===== src/hw/rtl/taylor_sin_cos_tan_core_assert.svh =====
// Assertion macros used by the core, which checks itself.
`ifndef TAYLOR_SIN_COS_TAN_CORE_ASSERT_SVH
`define TAYLOR_SIN_COS_TAN_CORE_ASSERT_SVH

// Checked property, switched off while reset is high.
`define TSC_ASSERT(label, prop, msg) \
  label: assert property (@(posedge clk) disable iff (rst) prop) else $error(msg);

// Checked property that also holds during reset.
`define TSC_ASSERT_ALWAYS(label, prop, msg) \
  label: assert property (@(posedge clk) prop) else $error(msg);

`endif


===== src/hw/rtl/tsc_pkg.sv =====
package tsc_pkg;

  localparam int FRAC_BITS = 28;
  localparam int ANGLE_W   = 31;
  localparam int VAL_W     = 32;
  localparam int TERM_W    = 32;
  localparam int X2_W      = 33;
  localparam int PROD_W    = 36;
  localparam int ACC_W     = 36;
  localparam int MLO_W     = 19;
  localparam int MHI_W     = 18;
  localparam int DIV_STEPS = 32;

  localparam logic [1:0] OP_SIN = 2'd0;
  localparam logic [1:0] OP_COS = 2'd1;
  localparam logic [1:0] OP_TAN = 2'd2;

  typedef struct packed {
    logic signed [ANGLE_W-1:0] angle;
    logic [1:0]                opcode;
  } tsc_cmd_t;

  typedef struct packed {
    logic signed [VAL_W-1:0] value;
    logic                    overflow;
  } tsc_res_t;

  typedef struct packed {
    logic       valid;
    logic [1:0] opcode;
    logic       xneg;
  } tsc_meta_t;

  typedef struct packed {
    logic                    valid;
    logic [1:0]              opcode;
    logic signed [VAL_W-1:0] base_val;
    logic                    neg;
    logic                    sneg;
    logic                    big;
    logic                    bzero;
    logic [VAL_W-1:0]        divisor;
    logic [VAL_W-1:0]        rem;
    logic [VAL_W-1:0]        low;
    logic [VAL_W-1:0]        quo;
  } tsc_div_t;

  localparam logic signed [ACC_W-1:0] ACC_S32_MAX = 36'sd2147483647;
  localparam logic signed [ACC_W-1:0] ACC_S32_MIN = -36'sd2147483648;

  function automatic logic signed [VAL_W-1:0] sat32(input logic signed [ACC_W-1:0] v);
    logic signed [VAL_W-1:0] r;
    if (v > ACC_S32_MAX) begin
      r = 32'sh7fff_ffff;
    end else if (v < ACC_S32_MIN) begin
      r = 32'sh8000_0000;
    end else begin
      r = v[VAL_W-1:0];
    end
    return r;
  endfunction

endpackage


===== src/hw/rtl/tsc_div_cell.sv =====
module tsc_div_cell (
  input  logic              clk,
  input  logic              rst,
  input  tsc_pkg::tsc_div_t d_in,
  output tsc_pkg::tsc_div_t d_out
);
  import tsc_pkg::*;

  tsc_div_t          d_next;
  logic [VAL_W-1:0]  r2;

  always_comb begin
    d_next = d_in;
    r2     = {d_in.rem[VAL_W-2:0], d_in.low[VAL_W-1]};
    d_next.low = d_in.low << 1;
    if (r2 >= d_in.divisor) begin
      d_next.rem = r2 - d_in.divisor;
      d_next.quo = {d_in.quo[VAL_W-2:0], 1'b1};
    end else begin
      d_next.rem = r2;
      d_next.quo = {d_in.quo[VAL_W-2:0], 1'b0};
    end
  end

  always_ff @(posedge clk) begin
    if (rst) begin
      d_out.valid <= 1'b0;
    end else begin
      d_out <= d_next;
    end
  end

endmodule


===== config.mk =====
export PLATFORM = sky130hd
export DESIGN_NAME = tsc_div_cell
export DESIGN_NICKNAME = d
export VERILOG_FILES = /design/src/hw/rtl/taylor_sin_cos_tan_core_assert.svh /design/src/hw/rtl/tsc_pkg.sv /design/src/hw/rtl/tsc_div_cell.sv
export SDC_FILE = /design/constraint.sdc
export NUM_CORES = 1
export LEC_CHECK = 0
export ABC_CLOCK_PERIOD_IN_PS = 5100
export BUFFER_PORTS_ARGS = -buffer_cell sky130_fd_sc_hd__buf_2
export CORE_AREA = 2 2 131 133
export CTS_CLUSTER_DIAMETER = 150
export DETAILED_ROUTE_END_ITERATION = 7
export DIE_AREA = 0 0 133 135
export HOLD_SLACK_MARGIN = 0.02
export PLACE_DENSITY = 0.79
export SLEW_MARGIN = 20
export SYNTH_ARGS = -nofsm -noshare
export SYNTH_HDL_FRONTEND = slang
export SYNTH_SLANG_ARGS = --single-unit

===== constraint.sdc =====
create_clock -name clk -period 5.1 [get_ports clk]
set_input_delay 1.02 -clock clk [delete_from_list [all_inputs] [get_ports clk]]
set_output_delay 1.02 -clock clk [all_outputs]
set_load 0.05 [all_outputs]

; Yosys cells after proc, flatten, opt, wreduce, memory -nomap -nowiden
; Cells that the tools add are included.
[word_totals]
input_bits = 169
wordCells = 15
register_bits = 166
[op_classes]
add_sub_neg = 1
n_mux = 2
order_cmp = 1
[op_table]
columns = operator, count
row1 = greater-or-equal comparator 32 bit, 1
row2 = two-way mux 32 bit, 1
row3 = subtractor 32 bit, 1
row4 = two-way mux 1 bit, 1

; Longest topological paths before layout
[depth]
ltp_word = 2
depth_mapped = 14
mapped_depth_nobuf = 12

; Worst setup path after synthesis
; No wires, ideal clock.
[synth_path]
path_kind = input port to flip-flop
startpoint = input rst
endpoint = register d_out[0] (netlist name), enable pin
n_path_buf = 0
arrival_time_ps = 4202
setup_time_ps = 517
cell_stages = 1
path_slack_ps = 381
required_ps = 4583
cell_sequence = inv_1
[synth_rtl]
columns = element, line_no
row1 = start: declaration, tsc_div_cell.sv:3  ; input logic rst,
row2 = end signal: assignment, tsc_div_cell.sv:29  ; d_out <= d_next;
row3 = end: declaration, tsc_div_cell.sv:5  ; output tsc_pkg::tsc_div_t d_out
; No word-level cell between the ends.

==> flow_summary.yaml <==
critical_path:
  cpPeakStageDelay_ns: 0.43
  path_max_fanout: 51
  critPathCaptureType: "flop"
  crit_chain: "buf_2 > ha_1 > a21o_1 > a21o_1 > a311o_1 > a311o_1 > nor4b_2 > or2_1 > inv_4 > mux2_4"
  crit_slowest_cell: "ha_1"
  critPathKind: "in2reg"
  cp.arrival_ns: 4.04
  required_ns: 5.27
  start_kind: "primary input"
place:
  dp_slack_ns: 0.803
  hpwl_mm: 16.0
  globalplace.congestion: 0.833
  io_buffers: 332
layout:
  layout_common_cells: "buf_2, edfxtp_1, a21oi_1"
  syn2layout_area_growth_pct: 34.8
  nets: 1050
  layout_commonest_cell: "buf_2"
  largest_reg_flops: 166
  nFillCells: 1330
  top_register: "d_out"
  top_regs: "d_out (166)"
  layout-drive-gt1-share: 0.441
power:
  p_sw_mw: 1.31
  power.leakage_nw: 4.39
  internal-power_mw: 2.74
  clockPowerShare: 0.344
  pwr-share-seq: 0.414
  power_frac_comb: 0.242
  p_sw_frac: 0.324
  peakVddDrop_mv: 0.225
  p_per_area_nw_per_um2: 414
floorplanning:
  io-pin-count: 336
  rows: 47
  start_util: 0.442
  die_h_um: 135
  coreArea_um2: 16400
  dieArea_um2: 18000
  die_w_um: 133
logic_synthesis:
  ys_types: 54
  syn_nets: 709
  synth-edff-count: 165
  ys_warn_count: 0
  synthFlopType: "edfxtp_1"
  syn_inst: 507
  netlist_area_um2: 7250
  synthArstFlopShare: 0
  avgSynthCellArea_um2: 14.3
  ys_seq_area_frac: 0.686
  synth-seq-cells: 166
outcome:
  status: "finished, final reports clean"
drt:
  ant_nets: 0
  drt_iter0_drc: 387
  drt_drc_violations_left: 0
  drt-vias-per-instance: 5.00
  routed_wl_mm: 20.7
  drt_pass1_iterations: 4
  vias: 5421
  avgRoutedWirePerCell_um: 19.1
clock_network:
  cts_tree: "built"
  cts_root_buf: "clkbuf_16"
  cts_sinks: 166
  cts_resized: 0
  cts_setup_buffers: 0
  hold_buffers: 0
  htreeDepth: 4
  numCtsBuffers: 17
  ctsLongestPathBuffers: 2
  cts.clk_slew.worst_paths_ns: 0.07
timing:
  rsz0062_at_grt: "no"
  report.final.setup_viol: 0
  hold_viol_final: 0
  tightest_slew_ns: 1.08
  max_freq_ghz: 0.258
  setup_tns_ns: 0
  slew-limit-headroom: 0.282
  slew_violations: 0
  holdWs_ns: 0.764
  period_minus_slack_ns: 3.87
  fin_crit_sh: 0.759
  layout_setup_ws_ns: 1.23
min_path:
  hp-class: "in2reg"
  min_path_cells: 1
global_routing:
  overflow: 0
  antenna_found_initial: 10
  grtUsageTotal: 0.227
  grt_max_degree: 120
  grt_pass1_vias: 5237
  grt_pass1_wl_mm: 29.8
run:
  max-cap-violations: 0
-- power groups by stage --
| stage | combinational, mW | sequential, mW | clock, mW |
|---|---|---|---|
| floorplan | 0.281 | 2.16 | 0 |
| global placement | 0.972 | 1.70 | 0 |
| detailed placement | 0.983 | 1.71 | 0 |
| CTS | 0.987 | 1.68 | 1.42 |
| global route | 1.04 | 1.69 | 1.47 |
| finish | 0.982 | 1.68 | 1.39 |
-- metal layers --
metal	track usage	part of all wire	up-vias
met5	0	0.0028	-
met4	0.0920	0.025	8
met3	0.0882	0.091	41
met2	0.378	0.50	243
met1	0.264	0.38	2542
li1	-	-	2587
-- area by class of cell --
| type | count | area (um^2) | area share |
|---|---|---|---|
| Tap cell | 220 | 275 | 0.0282 |
| Multi-Input combinational cell | 289 | 2030 | 0.208 |
| Inverter | 39 | 154 | 0.0157 |
| Sequential cell | 166 | 4970 | 0.509 |
| Timing Repair Buffer | 335 | 1680 | 0.172 |
| Clock buffer | 17 | 425 | 0.0435 |
| Antenna cell | 5 | 12.5 | 0.00128 |
| Clock inverter | 14 | 216 | 0.0221 |
-- synthesized netlist by cell type, drive strengths merged (5+ instances only) --
master / n / share of area
nand3: 5 / 0.0034
buf: 10 / 0.012
a31oi: 6 / 0.0052
xnor2: 15 / 0.018
a21oi: 42 / 0.029
nor2: 39 / 0.020
o31ai: 5 / 0.0052
nand2: 24 / 0.012
o21ai: 12 / 0.0083
edfxtp: 165 / 0.68
o21a: 9 / 0.0093
nor3: 5 / 0.0034
inv: 39 / 0.021
ha: 32 / 0.055
xor2: 11 / 0.013
a21o: 16 / 0.017
and3: 7 / 0.0060
mux2: 8 / 0.016
nor2b: 8 / 0.0069
-- path summary, 6_finish.rpt --
check,startpoint,endpoint,slack [ns]
worst min-delay path,d_in[141],d_out[141],0.76
worst max-delay path,d_in[80],d_out[83],1.23
-- logic make-up after synthesis --
logic type	count (synthesis)	share of synthesized area
other	1	0.000517
adders and majority gates	33	0.0580
xor gates and xnor gates	26	0.0314
and+or+nand+nor	106	0.0711
AOI/OAI and AO/OA	114	0.103
muxes	9	0.0169
DFF	166	0.686
buffers and inverters	52	0.0336
-- through the flow --
stage	power [mW]	cells	cell area, um^2	utilization
after CTS	4.09	1080	9760	0.595
after global placement	2.68	1049	9120	0.556
after global routing	4.20	1083	9770	0.596
final	4.05	1085	9780	0.596
after detailed placement	2.69	1049	9120	0.556
after floorplan	2.44	507	7250	-
-- critical path, delay by kind of cell --
kind / cells / cell delay (ns)
AO/OA/AOI/OAI: 4 / 1.21
adder cells (fa/ha/maj): 1 / 0.43
buffers and inverters: 2 / 0.42
multiplexers: 1 / 0.37
AND/OR/NAND/NOR: 2 / 0.56
Note: power is estimated with default switching activity, not from simulation.
