## config.mk

```make
export PLATFORM = sky130hd
export DESIGN_NAME = tsc_series_cell
export DESIGN_NICKNAME = d
export VERILOG_FILES = /design/src/hw/rtl/taylor_sin_cos_tan_core_assert.svh /design/src/hw/rtl/tsc_pkg.sv /design/src/hw/rtl/tsc_series_cell.sv
export SDC_FILE = /design/constraint.sdc
export NUM_CORES = 2
export LEC_CHECK = 0
export ABC_AREA = 1
export BUFFER_PORTS_ARGS = -buffer_cell sky130_fd_sc_hd__buf_2
export CORE_ASPECT_RATIO = 1.2
export CORE_UTILIZATION = 65
export DETAILED_ROUTE_END_ITERATION = 12
export PLACE_DENSITY = 0.83
export SYNTH_ARGS = -nofsm -noshare
export SYNTH_HDL_FRONTEND = slang
export SYNTH_SLANG_ARGS = --single-unit
```

## constraint.sdc

```tcl
create_clock -name clk -period 15.3 [get_ports clk]
set_clock_uncertainty 0.2 [all_clocks]
set_input_delay 3.06 -clock clk [delete_from_list [all_inputs] [get_ports clk]]
set_output_delay 3.06 -clock clk [all_outputs]
set_load 0.005 [all_outputs]
```

## src/hw/rtl/taylor_sin_cos_tan_core_assert.svh

```systemverilog
// Assertion macros used by the core, which checks itself.
`ifndef TAYLOR_SIN_COS_TAN_CORE_ASSERT_SVH
`define TAYLOR_SIN_COS_TAN_CORE_ASSERT_SVH

// Checked property, switched off while reset is high.
`define TSC_ASSERT(label, prop, msg) \
  label: assert property (@(posedge clk) disable iff (rst) prop) else $error(msg);

// Checked property that also holds during reset.
`define TSC_ASSERT_ALWAYS(label, prop, msg) \
  label: assert property (@(posedge clk) prop) else $error(msg);

`endif

```

## src/hw/rtl/tsc_pkg.sv

```systemverilog
package tsc_pkg;

  localparam int FRAC_BITS = 28;
  localparam int ANGLE_W   = 31;
  localparam int VAL_W     = 32;
  localparam int TERM_W    = 32;
  localparam int X2_W      = 33;
  localparam int PROD_W    = 36;
  localparam int ACC_W     = 36;
  localparam int MLO_W     = 19;
  localparam int MHI_W     = 18;
  localparam int DIV_STEPS = 32;

  localparam logic [1:0] OP_SIN = 2'd0;
  localparam logic [1:0] OP_COS = 2'd1;
  localparam logic [1:0] OP_TAN = 2'd2;

  typedef struct packed {
    logic signed [ANGLE_W-1:0] angle;
    logic [1:0]                opcode;
  } tsc_cmd_t;

  typedef struct packed {
    logic signed [VAL_W-1:0] value;
    logic                    overflow;
  } tsc_res_t;

  typedef struct packed {
    logic       valid;
    logic [1:0] opcode;
    logic       xneg;
  } tsc_meta_t;

  typedef struct packed {
    logic                    valid;
    logic [1:0]              opcode;
    logic signed [VAL_W-1:0] base_val;
    logic                    neg;
    logic                    sneg;
    logic                    big;
    logic                    bzero;
    logic [VAL_W-1:0]        divisor;
    logic [VAL_W-1:0]        rem;
    logic [VAL_W-1:0]        low;
    logic [VAL_W-1:0]        quo;
  } tsc_div_t;

  localparam logic signed [ACC_W-1:0] ACC_S32_MAX = 36'sd2147483647;
  localparam logic signed [ACC_W-1:0] ACC_S32_MIN = -36'sd2147483648;

  function automatic logic signed [VAL_W-1:0] sat32(input logic signed [ACC_W-1:0] v);
    logic signed [VAL_W-1:0] r;
    if (v > ACC_S32_MAX) begin
      r = 32'sh7fff_ffff;
    end else if (v < ACC_S32_MIN) begin
      r = 32'sh8000_0000;
    end else begin
      r = v[VAL_W-1:0];
    end
    return r;
  endfunction

endpackage

```

## src/hw/rtl/tsc_series_cell.sv

```systemverilog
module tsc_series_cell #(
  parameter int K    = 0,
  parameter int BASE = 1
) (
  input  logic                              clk,
  input  logic [tsc_pkg::TERM_W-1:0]        t_in,
  input  logic [tsc_pkg::X2_W-1:0]          x2_in,
  input  logic signed [tsc_pkg::ACC_W-1:0]  acc_in,
  output logic [tsc_pkg::TERM_W-1:0]        t_out,
  output logic [tsc_pkg::X2_W-1:0]          x2_out,
  output logic signed [tsc_pkg::ACC_W-1:0]  acc_out
);
  import tsc_pkg::*;

  // Divisor of this step and its exact reciprocal for a PROD_W bit dividend.
  localparam int unsigned D     = (2 * K + BASE + 1) * (2 * K + BASE + 2);
  localparam int          L     = $clog2(D);
  localparam int          S     = PROD_W + L;
  localparam logic [95:0] TWO_S = 96'd1 << S;
  localparam logic [95:0] MULT  = (TWO_S + 96'(D) - 96'd1) / 96'(D);
  localparam logic [MLO_W-1:0] M_LO = MULT[MLO_W-1:0];
  localparam logic [MHI_W-1:0] M_HI = MULT[MLO_W +: MHI_W];
  localparam bit SUB = (K % 2) == 1;

  logic [TERM_W+X2_W-1:0]     prod;
  logic signed [ACC_W-1:0]    term_s;
  logic signed [ACC_W-1:0]    acc1_next;
  logic [PROD_W-1:0]          p1;
  logic [X2_W-1:0]            x2_1, x2_2;
  logic signed [ACC_W-1:0]    acc1, acc2;
  logic [PROD_W+MLO_W-1:0]    lo2;
  logic [PROD_W+MHI_W-1:0]    hi2;
  logic [95:0]                sum;

  always_comb begin
    prod   = (TERM_W+X2_W)'(t_in) * (TERM_W+X2_W)'(x2_in);
    term_s = $signed({{(ACC_W-TERM_W){1'b0}}, t_in});
    if (SUB) begin
      acc1_next = acc_in - term_s;
    end else begin
      acc1_next = acc_in + term_s;
    end
    sum = (96'(hi2) << MLO_W) + 96'(lo2);
  end

  always_ff @(posedge clk) begin
    p1      <= prod[FRAC_BITS +: PROD_W];
    x2_1    <= x2_in;
    acc1    <= acc1_next;
    lo2     <= (PROD_W+MLO_W)'(p1) * (PROD_W+MLO_W)'(M_LO);
    hi2     <= (PROD_W+MHI_W)'(p1) * (PROD_W+MHI_W)'(M_HI);
    x2_2    <= x2_1;
    acc2    <= acc1;
    t_out   <= sum[S +: TERM_W];
    x2_out  <= x2_2;
    acc_out <= acc2;
  end

endmodule

```

# Word-level counts from Yosys, hierarchy flattened
# Cells that the tools add are included.
dict set report word_totals {
  regBits 380
  in_bits 102
  output_inout_bits 101
  word_cells 15
}
dict set report op_classes {
  n_addsub 2
  mul 3
}
# cell n
set op_table {}
lappend op_table {{$add A71 B55 Y71} 1}
lappend op_table {{$mul A32 B33 Y64} 1}
lappend op_table {{$mul A36 B18 Y54 const B} 1}
lappend op_table {{$mul A36 B17 Y51 const B} 1}
lappend op_table {{$add A36 B33 Y36} 1}

# Longest topological paths before layout
dict set report depth {
  depth_word 1
  ltp_mapped 31
  mapped_depth_nobuf 29
}

# Worst setup path after synthesis
# Ideal clock, no wire load.
dict set report synth_path {
  path_kind {input to register}
  startpoint {input port t_in[8] in the netlist's numbering}
  endpoint {register p1[34]}
  setup_time_ns 0.112
  t_arrival_ns 9.044
  required_ns 14.988
  slack_ns 5.944
  path_stages 26
  path_buffers 2
  cell_sequence {clkbuf_1 > clkbuf_1 > nand2_1 > fa_1 > inv_1 > fa_1 > fa_1 > inv_1 > fa_1 > inv_1 > fa_1 > fa_1 > fa_1 > inv_1 > fa_1 > inv_1 > ha_1 > nand2_1 > nor2_1 > inv_1 > nor2_2 > inv_1 > nor4_2 > nand2_1 > nand3_1 > nand2_1}
}
dict set report synth_via {
  elab_chain_cells 1
}
# element line_no
set synth_lines {}
lappend synth_lines {{start: declaration} tsc_series_cell.sv:6} ;# input logic [tsc_pkg::TERM_W-1:0] t_in,
lappend synth_lines {{$mul A32 B33 Y64} tsc_series_cell.sv:36} ;# prod = (TERM_W+X2_W)'(t_in) * (TERM_W+X2_W)'(x2_in);
lappend synth_lines {{net prod[62]} tsc_series_cell.sv:25} ;# logic [TERM_W+X2_W-1:0] prod;
lappend synth_lines {{end signal: assignment} tsc_series_cell.sv:47} ;# p1 <= prod[FRAC_BITS +: PROD_W];
lappend synth_lines {{end: declaration} tsc_series_cell.sv:28} ;# logic [PROD_W-1:0] p1;
# The timed path passes the listed nets, and every way through them passes these cells.

# Worst setup path after layout
dict set report layout_path {
  startpoint {input port t_in[17] in the netlist's numbering}
  endpoint {register p1[25]}
}
# The elaborated chain is that of the path after synthesis.

==> impl_metrics.tcl <==
set metrics [dict create \
    async_flop_share 0 \
    worst_pin_slew_ns 1.45 \
    synth_fa_ha_area_frac 0.501 \
    rsz0062_at_grt "false" \
    hold_viol 0 \
    fin_crit_ns 10.49 \
    drc 0 \
    max_freq_mhz 95.4 \
    syn_nets 10600 \
    synth_edf_count 0 \
    synthDistinctLibCells 42 \
    clk-insertion-delay-late_ns 0.64 \
    cts.sinks 361 \
    post_cts_buffers 0 \
    ys_seq_area_frac 0.108 \
    fin_crit_sh 0.685 \
    finalNetCount 10700 \
    fillers 8128 \
    gp_congestion 1.10 \
    clockBufferDepth 3 \
    synth-main-ff-cell "dfxtp_1" \
    synth_top_family_by_area "adder cells" \
    dpl.cell_count 9964 \
    vias_per_cell 5.68 \
    fin_util 0.692 \
    cp_max_fo 34 \
    numCtsBuffers 41 \
    vias 57100 \
    cp-end-kind "flop" \
    die_y_microns 353 \
    max_cap_viol_count 0 \
    required_ns 15.59 \
    htreeDepth 2 \
    cts_tree "yes" \
    post_cts_resized 0 \
    wl_per_cell_microns 23.4 \
    rows 128 \
    ctsRootBufferMaster "clkbuf_16" \
    synth_compound_area_frac 0.0502 \
    syn_avg_cell_area_sq_um 7.75 \
    grt_overflow_total 0 \
    slew_headroom 0.0350 \
    final-seq-area_sq_um 7230 \
    netlist_area_sq_um 66700 \
    slew_violations 0 \
    ys_seq_elements 361 \
    drtAntennaViolNets 0 \
    start_util 0.657 \
    synth_xor_area_frac 0.0135 \
    crit_arrival_ns 10.77 \
    drt_first_pass_iters 7 \
    multi_input_area_sq_um 49100 \
    holdBufCountCts 0 \
    io_pins 203 \
    synth-simple-area-share 0.171 \
    start_kind "input port" \
    syn-instance-count 8604 \
    tns_ns 0 \
    setup_viol 0 \
    grt_use_total 0.465 \
    port_buffers 202 \
    grt_pass1_vias 63100 \
    grt_max_degree 35 \
    crit_type "input port to flop" \
    grt_pass1_wl_mm 356 \
    fin_cells 10000 \
    clkTransAtPathRegs_ns 0.07 \
    yosys_warnings 0 \
    wl_mm 235 \
    die-area_sq_um 104000 \
    area_delta_synth_final_pct 5.39 \
    status "completed" \
    design.core.area_sq_um 102000 \
    antenna_found_initial 14 \
    muxShareOfSynthArea 0 \
    drt_iter0_drc 5262 \
    layout-drive-gt1-share 0.0402 \
    die_w_microns 294 \
    holdCritPathClass "flop to flop" \
    dp_hpwl_mm 190 \
]
## flip-flops by register name (all words and copies together) (netlist names)
register,cells
x2_out,33
acc2,36
p1,36
x2_2,33
acc1,36
lo2,36
hi2,50
acc_out,36
x2_1,33
t_out,32
## critical path: stages
cell and delay [ns]:
buf_2 0.94, nand2_1 0.20, fa_1 0.56, fa_1 0.55, inv_1 0.05, fa_1 0.48
fa_1 0.57, fa_1 0.43, fa_1 0.45, fa_1 0.49, inv_1 0.06, fa_1 0.48
inv_1 0.04, ha_1 0.32, a21oi_1 0.34, inv_1 0.08, a21oi_1 0.63, nand2_1 0.24
a21oi_1 0.38, inv_1 0.08, nand2_1 0.10, nand3_1 0.08, nand2_1 0.06, nand2_1 0.08
## area by class of cell
cell class / instances / area share
Clock inverter: 26 / 0.00621
Multi-Input combinational cell: 5482 / 0.698
Sequential cell: 361 / 0.103
Timing Repair Buffer: 224 / 0.0167
Antenna cell: 8 / 0.000285
Inverter: 2532 / 0.135
Clock buffer: 50 / 0.0159
Tap cell: 1365 / 0.0243
## final timing paths
kind	startpoint	endpoint	slack (ns)	cells after the start
hold / removal	x2_2[25]	x2_out[25]	0.11	0
setup reg to reg	p1[1]	lo2[30]	8.59	16
hold reg to reg	x2_2[25]	x2_out[25]	0.11	0
setup / recovery	t_in[17]	p1[25]	4.81	24
## logic make-up (layout without fill, tap and decap cells)
logic type / after synthesis / in the layout
AND/OR/NAND/NOR: 2853 / 2853
buffers and inverters: 2761 / 2832
adder cells (fa/ha/maj): 1910 / 1910
AO/OA/AOI/OAI: 616 / 616
flip-flops: 361 / 361
XOR/XNOR: 103 / 103
other: 0 / 8
## cell usage in the layout (no fill, tap or decap), types with 3 or more instances in the layout
cell type,instances
a21boi_0,14
a21o_1,18
a21oi_1,309
a31oi_1,9
and2_1,3
and3_1,6
buf_2,202
buf_4,22
bufinv_16,8
clkbuf_1,3
clkbuf_16,41
clkbuf_8,6
clkinv_2,3
clkinvlp_4,4
dfxtp_1,361
diode_2,8
fa_1,1269
ha_1,641
inv_1,2528
inv_2,4
inv_8,3
nand2_1,1970
nand2_2,8
nand3_1,184
nand3_2,3
nand3b_1,11
nand4_1,64
nor2_1,512
nor2_2,19
nor3_1,46
nor3_2,7
nor4_1,13
o211ai_1,4
o21a_1,9
o21ai_0,193
o21ai_1,7
o21ai_2,6
o21bai_1,44
xnor2_1,26
xor2_1,77
## synth_stat cells (3+ instances only)
cell type  number  area [sq um]
nor3_1         46           230
and3_1          6          37.5
nand2_1      1970          7390
nand3_1       184           921
nand4_1        64           400
a21boi_0       14           105
o21bai_1       44           330
a31oi_1         9          56.3
o21ai_1         7          35.0
xnor2_1        26           228
inv_2           4          15.0
o21ai_2         6          52.6
nor3_2          7          70.1
dfxtp_1       361          7230
nand2_2         8          50.1
nand3_2         3          30.0
nand3b_1       11          82.6
nor2_1        512          1920
nor4_1         13          81.3
xor2_1         77           674
o211ai_1        4          30.0
a21oi_1       309          1550
clkbuf_1      225           845
o21ai_0       193           966
and2_1          3          18.8
a21o_1         18           135
inv_1        2528          9490
ha_1          641          8020
nor2_2         19           119
o21a_1          9          67.6
fa_1         1269         25400
## layer usage
metal / track usage / part of all wire / wire (microns) / vias to the layer above
met5: 0 / 0.00015 / 36 / -
li1: - / - / - / 25000
met2: 0.764 / 0.47 / 110000 / 3637
met4: 0.439 / 0.12 / 27800 / 6
met1: 0.484 / 0.31 / 73200 / 27000
met3: 0.115 / 0.10 / 23700 / 1456
## metrics by stage
step / cell area [sq um] / setup WS, ns / hold WS (ns)
global placement: 68700 / 4.68 / 0.110
global route: 70300 / 4.76 / 0.120
CTS: 70300 / 5.31 / 0.117
floorplan: 66700 / 5.94 / 0.110
detailed placement: 68700 / 4.65 / 0.112
finish: 70300 / 4.81 / 0.114
Power is not shown: default switching activity piles up to over one toggle a cycle in this logic, so the estimate is an artifact.
